===== src/rtl/core/ssfp_pkg.sv =====
// ssfp_pkg: types, constants and helper functions shared by the status frame parser
// used by ssfp_frame_check, ssfp_rsp_skid and servo_status_frame_parser
// no dependencies

package ssfp_pkg;

   // frame layout
   localparam logic [7:0] HDR_BYTE        = 8'hFF;
   localparam int         FB_PAYLOAD      = 15;
   localparam int         PAYLOAD_IDX_W   = $clog2(FB_PAYLOAD);
   localparam logic [7:0] PAYLOAD_START   = 8'd5;
   localparam logic [7:0] LEN_FIELD_EXTRA = 8'd2;
   localparam logic [7:0] BYTE_INDEX_MAX  = 8'd255;

   // byte positions before the payload
   localparam logic [7:0] POS_ID  = 8'd2;
   localparam logic [7:0] POS_LEN = 8'd3;
   localparam logic [7:0] POS_ERR = 8'd4;

   // sign bit positions of the sign-magnitude words
   localparam logic [3:0] WORD_SIGN_BIT = 4'd15;
   localparam logic [3:0] LOAD_SIGN_BIT = 4'd10;

   // payload offsets of the decoded fields
   localparam int OFS_POSITION    = 0;
   localparam int OFS_SPEED       = 2;
   localparam int OFS_LOAD        = 4;
   localparam int OFS_VOLTAGE     = 6;
   localparam int OFS_TEMPERATURE = 7;
   localparam int OFS_MOVING      = 10;
   localparam int OFS_CURRENT     = 13;

   // status codes
   localparam logic [2:0] ST_OK           = 3'd0;
   localparam logic [2:0] ST_BAD_HEADER   = 3'd1;
   localparam logic [2:0] ST_BAD_LENGTH   = 3'd2;
   localparam logic [2:0] ST_BAD_ID       = 3'd3;
   localparam logic [2:0] ST_BAD_CHECKSUM = 3'd4;
   localparam logic [2:0] ST_SERVO_ERROR  = 3'd5;

   // configuration register indexes
   localparam int         CSR_INDEX_W     = 1;
   localparam logic [0:0] REG_EXPECTED_ID = 1'd0;
   localparam logic [0:0] REG_REPLY_KIND  = 1'd1;
   localparam logic [7:0] EXPECTED_ID_RST = 8'd1;
   localparam logic       REPLY_KIND_RST  = 1'b1;

   // response channel width, fields packed from bit 0 and padded to bytes
   localparam int RSP_FIELDS_W = 92;
   localparam int RSP_DATA_W   = 96;

   // one result item
   typedef struct packed {
      logic [2:0]         status;
      logic [7:0]         servo_error_bits;
      logic signed [15:0] position;
      logic signed [15:0] speed;
      logic signed [15:0] load;
      logic [7:0]         voltage;
      logic [7:0]         temperature;
      logic               moving;
      logic signed [15:0] current;
   } rsp_type;

   // sign-magnitude word: if the sign bit is set, clear it and negate the rest, 16-bit wrap
   function automatic logic [15:0] sign_mag(input logic [15:0] raw,
                                            input logic [3:0]  sign_pos);
      logic [15:0] mask;
      logic [15:0] mag;
      mask = 16'd1 << sign_pos;
      mag  = raw & ~mask;
      if ((raw & mask) != 16'd0) begin
         return 16'(~mag + 16'd1);
      end
      return raw;
   endfunction

endpackage


===== src/rtl/core/servo_status_frame_parser.sv =====
// servo_status_frame_parser: top level of the servo status reply parser
// depends on ssfp_pkg, ssfp_frame_check and ssfp_rsp_skid
//
// Usage
//   req_*  : one received reply byte per transfer, req_tlast on the final byte.
//   rsp_*  : one result per reply, issued for the transfer that carries req_tlast.
//   csr_*  : register writes, index 0 expected_id, index 1 reply_kind; always
//            ready, to be written only while no reply is in progress.
//   Each byte updates the byte counter, the running sum, the fault flags and
//   the 15-byte payload store; the final byte also forms the status and decoded
//   fields, which are registered in the output register, or in the skid entry
//   while the output holds a result. Throughput: one byte per cycle while
//   req_tready is high.
//   Stall: the output register plus a one-entry skid buffer let bytes keep
//   flowing while a result waits; req_tready drops only when both hold a result.
//   Reset (synchronous, active high): counters, flags and both output entries
//   clear, expected_id returns to 1 and reply_kind to feedback; the payload
//   store is not cleared.

module servo_status_frame_parser (
   input  logic                              clock,
   input  logic                              reset,
   // fields from bit 0: rx_byte[7:0]
   input  logic [7:0]                        req_tdata,
   input  logic                              req_tlast,
   input  logic                              req_tvalid,
   output logic                              req_tready,
   // fields from bit 0: status[2:0], servo_error_bits[10:3], position[26:11],
   // speed[42:27], load[58:43], voltage[66:59], temperature[74:67],
   // moving[75], current[91:76], zero pad[95:92]
   output logic [ssfp_pkg::RSP_DATA_W-1:0]   rsp_tdata,
   output logic                              rsp_tvalid,
   input  logic                              rsp_tready,
   input  logic                              csr_valid,
   output logic                              csr_ready,
   input  logic [ssfp_pkg::CSR_INDEX_W-1:0]  csr_index,
   input  logic [7:0]                        csr_data
);

   logic [7:0]        expected_id_ff;
   logic              reply_kind_ff;
   logic              req_xfer;
   logic              res_valid;
   ssfp_pkg::rsp_type res;
   ssfp_pkg::rsp_type rsp_res;

   // configuration registers
   assign csr_ready = 1'b1;

   always_ff @(posedge clock) begin
      if (reset) begin
         expected_id_ff <= ssfp_pkg::EXPECTED_ID_RST;
         reply_kind_ff  <= ssfp_pkg::REPLY_KIND_RST;
      end else if (csr_valid && csr_ready) begin
         case (csr_index)
            ssfp_pkg::REG_EXPECTED_ID: expected_id_ff <= csr_data;
            ssfp_pkg::REG_REPLY_KIND:  reply_kind_ff  <= csr_data[0];
            default: ;
         endcase
      end
   end

   assign req_xfer = req_tvalid && req_tready;

   // per-byte checks and final decode
   ssfp_frame_check u_frame_check (
      .clock       (clock),
      .reset       (reset),
      .byte_valid  (req_xfer),
      .rx_byte     (req_tdata),
      .last_byte   (req_tlast),
      .expected_id (expected_id_ff),
      .reply_kind  (reply_kind_ff),
      .res_valid   (res_valid),
      .res         (res)
   );

   // output register and skid entry
   ssfp_rsp_skid u_rsp_skid (
      .clock     (clock),
      .reset     (reset),
      .in_valid  (res_valid),
      .in_res    (res),
      .in_ready  (req_tready),
      .out_valid (rsp_tvalid),
      .out_ready (rsp_tready),
      .out_res   (rsp_res)
   );

   // pack the result, first field lowest
   assign rsp_tdata = {{(ssfp_pkg::RSP_DATA_W - ssfp_pkg::RSP_FIELDS_W){1'b0}},
                       rsp_res.current,
                       rsp_res.moving,
                       rsp_res.temperature,
                       rsp_res.voltage,
                       rsp_res.load,
                       rsp_res.speed,
                       rsp_res.position,
                       rsp_res.servo_error_bits,
                       rsp_res.status};

endmodule


===== src/rtl/core/ssfp_frame_check.sv =====
// ssfp_frame_check: per-byte frame state, payload store and the final status decode
// depends on ssfp_pkg

module ssfp_frame_check (
   input  logic              clock,
   input  logic              reset,
   input  logic              byte_valid,
   input  logic [7:0]        rx_byte,
   input  logic              last_byte,
   input  logic [7:0]        expected_id,
   input  logic              reply_kind,
   output logic              res_valid,
   output ssfp_pkg::rsp_type res
);

   logic [7:0] byte_index_ff, byte_index_in;
   logic [7:0] running_sum_ff, running_sum_in;
   logic       header_fault_ff, header_fault_in;
   logic       id_fault_ff, id_fault_in;
   logic       length_fault_ff, length_fault_in;
   logic       checksum_match_ff, checksum_match_in;
   logic [7:0] error_byte_ff, error_byte_in;
   logic [7:0] payload_ff [ssfp_pkg::FB_PAYLOAD];

   logic [7:0]                       plen;
   logic                             payload_wr;
   logic [ssfp_pkg::PAYLOAD_IDX_W-1:0] payload_idx;
   logic [7:0]                       payload_ofs;
   logic                             too_short;
   logic [2:0]                       status;

   assign plen = reply_kind ? 8'(ssfp_pkg::FB_PAYLOAD) : 8'd0;
   assign payload_ofs = byte_index_ff - ssfp_pkg::PAYLOAD_START;
   assign payload_idx = payload_ofs[ssfp_pkg::PAYLOAD_IDX_W-1:0];

   // per-byte update of the frame checks
   always_comb begin
      header_fault_in   = header_fault_ff;
      id_fault_in       = id_fault_ff;
      length_fault_in   = length_fault_ff;
      checksum_match_in = checksum_match_ff;
      error_byte_in     = error_byte_ff;
      running_sum_in    = running_sum_ff;
      payload_wr        = 1'b0;
      if (byte_index_ff < ssfp_pkg::POS_ID) begin
         if (rx_byte != ssfp_pkg::HDR_BYTE) begin
            header_fault_in = 1'b1;
         end
      end else if (byte_index_ff == ssfp_pkg::POS_ID) begin
         id_fault_in    = (rx_byte != expected_id);
         running_sum_in = running_sum_ff + rx_byte;
      end else if (byte_index_ff == ssfp_pkg::POS_LEN) begin
         length_fault_in = (rx_byte != plen + ssfp_pkg::LEN_FIELD_EXTRA);
         running_sum_in  = running_sum_ff + rx_byte;
      end else if (byte_index_ff == ssfp_pkg::POS_ERR) begin
         error_byte_in  = rx_byte;
         running_sum_in = running_sum_ff + rx_byte;
      end else if (byte_index_ff < ssfp_pkg::PAYLOAD_START + plen) begin
         payload_wr     = 1'b1;
         running_sum_in = running_sum_ff + rx_byte;
      end else if (byte_index_ff == ssfp_pkg::PAYLOAD_START + plen) begin
         checksum_match_in = (~running_sum_ff == rx_byte);
      end
      byte_index_in = (byte_index_ff == ssfp_pkg::BYTE_INDEX_MAX) ?
                      byte_index_ff : byte_index_ff + 8'd1;
   end

   // frame state, cleared after the final byte
   always_ff @(posedge clock) begin
      if (reset || (byte_valid && last_byte)) begin
         byte_index_ff     <= '0;
         running_sum_ff    <= '0;
         header_fault_ff   <= 1'b0;
         id_fault_ff       <= 1'b0;
         length_fault_ff   <= 1'b0;
         checksum_match_ff <= 1'b0;
         error_byte_ff     <= '0;
      end else if (byte_valid) begin
         byte_index_ff     <= byte_index_in;
         running_sum_ff    <= running_sum_in;
         header_fault_ff   <= header_fault_in;
         id_fault_ff       <= id_fault_in;
         length_fault_ff   <= length_fault_in;
         checksum_match_ff <= checksum_match_in;
         error_byte_ff     <= error_byte_in;
      end
   end

   // payload store, no reset
   always_ff @(posedge clock) begin
      if (byte_valid && payload_wr) begin
         payload_ff[payload_idx] <= rx_byte;
      end
   end

   // status in check order, with this byte folded in
   assign too_short = (byte_index_ff < ssfp_pkg::PAYLOAD_START + plen);

   always_comb begin
      if (too_short) begin
         status = ssfp_pkg::ST_BAD_LENGTH;
      end else if (header_fault_in) begin
         status = ssfp_pkg::ST_BAD_HEADER;
      end else if (id_fault_in) begin
         status = ssfp_pkg::ST_BAD_ID;
      end else if (length_fault_in) begin
         status = ssfp_pkg::ST_BAD_LENGTH;
      end else if (!checksum_match_in) begin
         status = ssfp_pkg::ST_BAD_CHECKSUM;
      end else if (error_byte_in != 8'd0) begin
         status = ssfp_pkg::ST_SERVO_ERROR;
      end else begin
         status = ssfp_pkg::ST_OK;
      end
   end

   // result fields
   always_comb begin
      res = '0;
      res.status = status;
      if (status == ssfp_pkg::ST_OK || status == ssfp_pkg::ST_SERVO_ERROR) begin
         res.servo_error_bits = error_byte_in;
      end
      if (status == ssfp_pkg::ST_OK && reply_kind) begin
         res.position = ssfp_pkg::sign_mag({payload_ff[ssfp_pkg::OFS_POSITION + 1],
                                            payload_ff[ssfp_pkg::OFS_POSITION]},
                                           ssfp_pkg::WORD_SIGN_BIT);
         res.speed = ssfp_pkg::sign_mag({payload_ff[ssfp_pkg::OFS_SPEED + 1],
                                         payload_ff[ssfp_pkg::OFS_SPEED]},
                                        ssfp_pkg::WORD_SIGN_BIT);
         res.load = ssfp_pkg::sign_mag({payload_ff[ssfp_pkg::OFS_LOAD + 1],
                                        payload_ff[ssfp_pkg::OFS_LOAD]},
                                       ssfp_pkg::LOAD_SIGN_BIT);
         res.voltage     = payload_ff[ssfp_pkg::OFS_VOLTAGE];
         res.temperature = payload_ff[ssfp_pkg::OFS_TEMPERATURE];
         res.moving      = (payload_ff[ssfp_pkg::OFS_MOVING] != 8'd0);
         res.current = ssfp_pkg::sign_mag({payload_ff[ssfp_pkg::OFS_CURRENT + 1],
                                           payload_ff[ssfp_pkg::OFS_CURRENT]},
                                          ssfp_pkg::WORD_SIGN_BIT);
      end
   end

   assign res_valid = byte_valid && last_byte;

endmodule


===== src/rtl/core/ssfp_rsp_skid.sv =====
// ssfp_rsp_skid: result output register with one skid entry behind it
// depends on ssfp_pkg

module ssfp_rsp_skid (
   input  logic              clock,
   input  logic              reset,
   input  logic              in_valid,
   input  ssfp_pkg::rsp_type in_res,
   output logic              in_ready,
   output logic              out_valid,
   input  logic              out_ready,
   output ssfp_pkg::rsp_type out_res
);

   logic              out_valid_ff, out_valid_in;
   logic              skid_valid_ff, skid_valid_in;
   ssfp_pkg::rsp_type out_res_ff, out_res_in;
   ssfp_pkg::rsp_type skid_res_ff, skid_res_in;
   logic              out_free;

   assign out_free = !out_valid_ff || out_ready;
   assign in_ready = !skid_valid_ff;

   // next state of output and skid entries
   always_comb begin
      out_valid_in  = out_valid_ff;
      skid_valid_in = skid_valid_ff;
      out_res_in    = out_res_ff;
      skid_res_in   = skid_res_ff;
      if (out_free) begin
         if (skid_valid_ff) begin
            out_res_in    = skid_res_ff;
            out_valid_in  = 1'b1;
            skid_valid_in = 1'b0;
         end else begin
            out_res_in   = in_res;
            out_valid_in = in_valid;
         end
      end else if (in_valid) begin
         skid_res_in   = in_res;
         skid_valid_in = 1'b1;
      end
   end

   always_ff @(posedge clock) begin
      if (reset) begin
         out_valid_ff  <= 1'b0;
         skid_valid_ff <= 1'b0;
      end else begin
         out_valid_ff  <= out_valid_in;
         skid_valid_ff <= skid_valid_in;
      end
   end

   always_ff @(posedge clock) begin
      out_res_ff  <= out_res_in;
      skid_res_ff <= skid_res_in;
   end

   assign out_valid = out_valid_ff;
   assign out_res   = out_res_ff;

   // skid entry only fills behind a held output
   a_skid_behind_out: assert property (@(posedge clock) disable iff (reset)
      skid_valid_ff |-> out_valid_ff)
      else $error("skid entry valid with empty output register");

   // a waiting skid entry moves to the output when it drains
   a_skid_refill: assert property (@(posedge clock) disable iff (reset)
      (skid_valid_ff && out_ready) |=> (out_valid_ff && !skid_valid_ff))
      else $error("skid entry not moved to output");

   // status stays within the defined codes
   a_status_range: assert property (@(posedge clock) disable iff (reset)
      out_valid_ff |-> (out_res_ff.status <= ssfp_pkg::ST_SERVO_ERROR))
      else $error("undefined status code");

   // error byte only reported once the checksum passed
   a_err_bits_gated: assert property (@(posedge clock) disable iff (reset)
      (out_valid_ff && out_res_ff.status != ssfp_pkg::ST_OK &&
       out_res_ff.status != ssfp_pkg::ST_SERVO_ERROR)
      |-> (out_res_ff.servo_error_bits == 8'd0))
      else $error("servo error bits on a failed frame");

endmodule

===== config.mk =====
export PLATFORM = sky130hd
export DESIGN_NAME = servo_status_frame_parser
export DESIGN_NICKNAME = d
export VERILOG_FILES = /design/src/rtl/core/ssfp_pkg.sv /design/src/rtl/core/servo_status_frame_parser.sv /design/src/rtl/core/ssfp_frame_check.sv /design/src/rtl/core/ssfp_rsp_skid.sv
export SDC_FILE = /design/constraint.sdc
export NUM_CORES = 1
export LEC_CHECK = 0
export ABC_AREA = 1
export BUFFER_PORTS_ARGS = -buffer_cell sky130_fd_sc_hd__buf_2
export CORE_MARGIN = 10
export CORE_UTILIZATION = 54
export DETAILED_ROUTE_END_ITERATION = 7
export PLACE_DENSITY = 0.76
export SLEW_MARGIN = 20
export SYNTH_ARGS = -nofsm -noshare
export SYNTH_HDL_FRONTEND = slang
export SYNTH_HIERARCHICAL = 1
export SYNTH_SLANG_ARGS = --single-unit

===== constraint.sdc =====
create_clock -name clock -period 7.9 [get_ports clock]
set_clock_uncertainty 0.2 [all_clocks]
set_input_delay 1.185 -clock clock [delete_from_list [all_inputs] [get_ports clock]]
set_output_delay 1.185 -clock clock [all_outputs]
set_load 0.005 [all_outputs]

==> flow_summary.toml <==
[final_layout]
antennaDiodeCount = 0
syn2layout_area_growth_pct = 12.2
final_net_count = 1468
layoutNonFillerInstCount = 1777
final_layout_size_suffix_gt1_share_pct = 18.2

[sta]
finalSetupViolations = 0
setup_tns_final_ns = 0
final_max_slew_viol_count = 0
maxClockFrequency_ghz = 0.258
layout_min_cycle_time_ns = 3.88
rsz_0062_raised_after_global_routing = "false"
report.final.hold_viol_count = 0
post-route-period-util_pct = 49.1
tightestPinTransition_ns = 1.10
max_slew_margin_pct = 26.9

[critical_path]
worstSetupStartpointType = "input pin"
crit_path_cell_trace = "buf_2 > inv_1 > o21ai_0 > nand2_1 > nor2_1 > nand3_1 > nand2_1 > nand2_1 > nor2_1 > o21ai_2 > nand4_4 > buf_6 > nor2_1 > nand2_1 > nand2_1"
r2r_end = "u_rsp_skid/out_res[29]"
critPathMostFrequentCell = "sky130_fd_sc_hd__nand2_1"
cpMaxStageDelayCell = "sky130_fd_sc_hd__buf_6"
critical_path.max_stage_delay_ns = 0.66
reg2reg_depth = 15
timing_worst_setup_path_type = "in2reg"
endpoint_kind = "register"
cp_bufs_invs = 3
cp.required_ns = 7.99
worst_setup_path_endpoint = "u_rsp_skid/out_res[80]"
regToRegStartpoint = "u_frame_check/byte_index_ff[0]"
dominant_delay_contributor_by_cell_family_on_the_critical_path = "simple AND/OR/NAND/NOR gates"
critical_path_arrival_ns = 3.97
timing.reg2reg.setup_slack_ns = 4.11
crit_path_max_fanout = 73
worstSetupStartpoint = "req_tdata[1]"
critical_path_cell_count = 15

[place]
finalWeightedCongestion = 0.825
post-dp-hpwl_microns = 17700
buffer_ports.inserted = 116
placed_cells = 1724

[synthesis]
synth_flop_cell = "sky130_fd_sc_hd__edfxtp_1"
flop_and_latch_count_out_of_synthesis = 311
number_of_warning_messages_in_the_yosys_log = 6
synth_seq_area_share_pct = 64.0
number_of_synthesized_flops_with_an_enable_pin = 272
postSynth.asyncResetShare_pct = 0
syn_avg_cell_area_sq_um = 10.6
post_synth_num_cell_types = 40
post_synth_instance_area_sq_mm = 0.0140
synthesis.instances = 1317

[outcome]
status = "finished clean"

[floorplanning]
fp.dieW_microns = 181
io_pins = 122
design.die.area_sq_mm = 0.0327
fp.dieH_microns = 181
initial_utilization_pct = 55.2
number_of_core_rows = 58
core_area_sq_mm = 0.0253

[clock_network]
clock_tree.root_cell = "sky130_fd_sc_hd__clkbuf_16"
post_cts_resize_count = 0
number_of_buffers_inserted_to_repair_setup_after_cts = 0
htree_levels = 1
clock_tree_buf_depth = 3
postCtsHoldBufs = 0
tritoncts = "done"
sinks_on_clock_net = 311
cts_inserted_buffers = 30
cts.reportedPaths.clkPinSlew_ns = 0.06
clock_latency_ns = 0.53

[power]
leakage_nw = 6.54
power.ir.vdd_worst_v = 0.000241
power-per-cell-area_mw_per_mm2 = 214

[global_routing]
wire_length_of_the_first_global_routing_pass_microns = 45100
grt.overflow.total = 0
vias_in_the_first_global_route = 8969
grt_max_degree = 95
grtUsageTotal_pct = 16.5
initial_antenna_violation_count = 0

[drt]
drt_iter0_drc = 756
final_antenna_net_count = 0
routed_via_density = 5.16
drt_drc_violations_left = 0
post_drt_wl_per_cell_microns = 15.6
detailroute.via_count = 9177
detail_route.wirelength_microns = 27700
drtPass1Iterations = 5

[hold_path]
hold_path_class = "reg2reg"

[job]
max-cap-violations = 0
state kept, by name, indices dropped and copies added, names as in the netlist:
register                         flops
expected_id_ff                       8
reply_kind_ff                        1
u_frame_check/byte_index_ff          8
u_frame_check/checksum_match_ff      1
u_frame_check/error_byte_ff          8
u_frame_check/header_fault_ff        1
u_frame_check/id_fault_ff            1
u_frame_check/length_fault_ff        1
u_frame_check/payload_ff            88
u_frame_check/running_sum_ff         8
u_rsp_skid/out_res                  92
u_rsp_skid/out_valid                 1
u_rsp_skid/skid_res_ff              92
u_rsp_skid/skid_valid_ff             1
worst min-delay path by stage:
stage | from | slack (ns) | cells after the start | to
floorplan | u_frame_check/header_fault_ff | 0.24 | 2 | u_frame_check/header_fault_ff
global placement | u_frame_check/header_fault_ff | 0.26 | 2 | u_frame_check/header_fault_ff
detailed placement | u_frame_check/header_fault_ff | 0.26 | 2 | u_frame_check/header_fault_ff
CTS | u_frame_check/header_fault_ff | 0.27 | 2 | u_frame_check/header_fault_ff
global route | u_frame_check/header_fault_ff | 0.29 | 2 | u_frame_check/header_fault_ff
finish | u_frame_check/header_fault_ff | 0.27 | 2 | u_frame_check/header_fault_ff
logic make-up after synthesis:
group                    Yosys count  synth area share, %
buffers and inverters            174                 5.97
adder cells (fa/ha/maj)           19                 1.75
AO/OA/AOI/OAI                    118                 4.59
AND/OR/NAND/NOR                  623                 19.2
other                              2               0.0537
XOR/XNOR                          70                 4.38
flip-flops                       311                 64.0
metrics by stage:
step / total power, W / worst slack (ns) / utilization [%] / hold WS (ns) / area, sq um
5_1_grt: 0.00348 / 3.76 / 61.9 / 0.287 / 15700
6_report: 0.00336 / 4.02 / 61.9 / 0.272 / 15700
3_5_place_dp: 0.00199 / 3.46 / 58.0 / 0.260 / 14700
4_1_cts: 0.00339 / 4.01 / 61.8 / 0.272 / 15700
2_1_floorplan: 0.00194 / 0.771 / - / 0.241 / 14000
3_3_place_gp: 0.00199 / 3.38 / 58.0 / 0.257 / 14700
area by class of cell:
type,instances,area [sq um]
clock buffers,43,821
flip-flops and latches,311,8950
repair buffers,122,629
clock inverters,10,146
well taps,330,413
inverters,126,473
multi-input cells,835,4250
fillers,1968,9640
worst min-delay path: stages (launching register included):
cell	delay, ns
sky130_fd_sc_hd__dfxtp_1	0.30
sky130_fd_sc_hd__inv_1	0.06
sky130_fd_sc_hd__a211oi_1	0.06
layout by cell type, fill, tap and decap left out, types with 2 or more instances in the layout:
master and instances:
sky130_fd_sc_hd__a211oi_1 4, sky130_fd_sc_hd__a21o_1 2, sky130_fd_sc_hd__a21oi_1 47, sky130_fd_sc_hd__a31oi_1 2, sky130_fd_sc_hd__buf_2 116, sky130_fd_sc_hd__buf_4 5
sky130_fd_sc_hd__bufinv_16 4, sky130_fd_sc_hd__clkbuf_1 12, sky130_fd_sc_hd__clkbuf_16 31, sky130_fd_sc_hd__clkinv_1 5, sky130_fd_sc_hd__clkinv_2 3, sky130_fd_sc_hd__conb_1 5
sky130_fd_sc_hd__dfxtp_1 38, sky130_fd_sc_hd__edfxtp_1 272, sky130_fd_sc_hd__ha_1 18, sky130_fd_sc_hd__inv_1 121, sky130_fd_sc_hd__inv_2 3, sky130_fd_sc_hd__nand2_1 379
sky130_fd_sc_hd__nand3_1 28, sky130_fd_sc_hd__nand3b_1 2, sky130_fd_sc_hd__nand4_1 8, sky130_fd_sc_hd__nor2_1 84, sky130_fd_sc_hd__nor2_2 85, sky130_fd_sc_hd__nor3_1 19
sky130_fd_sc_hd__nor3_2 5, sky130_fd_sc_hd__nor4_1 3, sky130_fd_sc_hd__o21a_1 3, sky130_fd_sc_hd__o21ai_0 48, sky130_fd_sc_hd__o21ai_1 2, sky130_fd_sc_hd__o21bai_1 2
sky130_fd_sc_hd__o31ai_1 6, sky130_fd_sc_hd__or2_2 3, sky130_fd_sc_hd__xnor2_1 27, sky130_fd_sc_hd__xor2_1 43
cells in the mapped netlist, types with 4 or more instances:
| cell | n | share of area [%] |
|---|---|---|
| sky130_fd_sc_hd__nor2_1 | 85 | 2.3 |
| sky130_fd_sc_hd__o21ai_0 | 48 | 1.7 |
| sky130_fd_sc_hd__dfxtp_1 | 39 | 5.6 |
| sky130_fd_sc_hd__nand4_1 | 8 | 0.36 |
| sky130_fd_sc_hd__edfxtp_1 | 272 | 58 |
| sky130_fd_sc_hd__xnor2_1 | 27 | 1.7 |
| sky130_fd_sc_hd__xor2_1 | 43 | 2.7 |
| sky130_fd_sc_hd__a211oi_1 | 4 | 0.21 |
| sky130_fd_sc_hd__nor3_1 | 24 | 0.86 |
| sky130_fd_sc_hd__nand2_1 | 380 | 10 |
| sky130_fd_sc_hd__nand3_1 | 28 | 1.0 |
| sky130_fd_sc_hd__buf_4 | 14 | 0.75 |
| sky130_fd_sc_hd__ha_1 | 18 | 1.6 |
| sky130_fd_sc_hd__inv_1 | 121 | 3.2 |
| sky130_fd_sc_hd__o31ai_1 | 6 | 0.32 |
| sky130_fd_sc_hd__clkbuf_1 | 10 | 0.27 |
| sky130_fd_sc_hd__buf_6 | 16 | 1.3 |
| sky130_fd_sc_hd__buf_2 | 7 | 0.25 |
| sky130_fd_sc_hd__nor2_2 | 85 | 3.8 |
| sky130_fd_sc_hd__a21oi_1 | 47 | 1.7 |
where the power goes:
| group | leakage [nW] | internal [W] | switching (W) |
|---|---|---|---|
| combinational | 3.15 | 0.0000452 | 0.0000919 |
| sequential | 2.92 | 0.00181 | 0.0000125 |
| clock | 0.469 | 0.000846 | 0.000554 |
| total | 6.54 | 0.00270 | 0.000659 |
metal layers:
metal  wire [microns]  track usage, %
met5                0               0
met2            13500            28.4
met3             1720            2.92
met4              574            4.76
met1            12000            20.9
No activity file was read; power rests on OpenSTA's default activity.
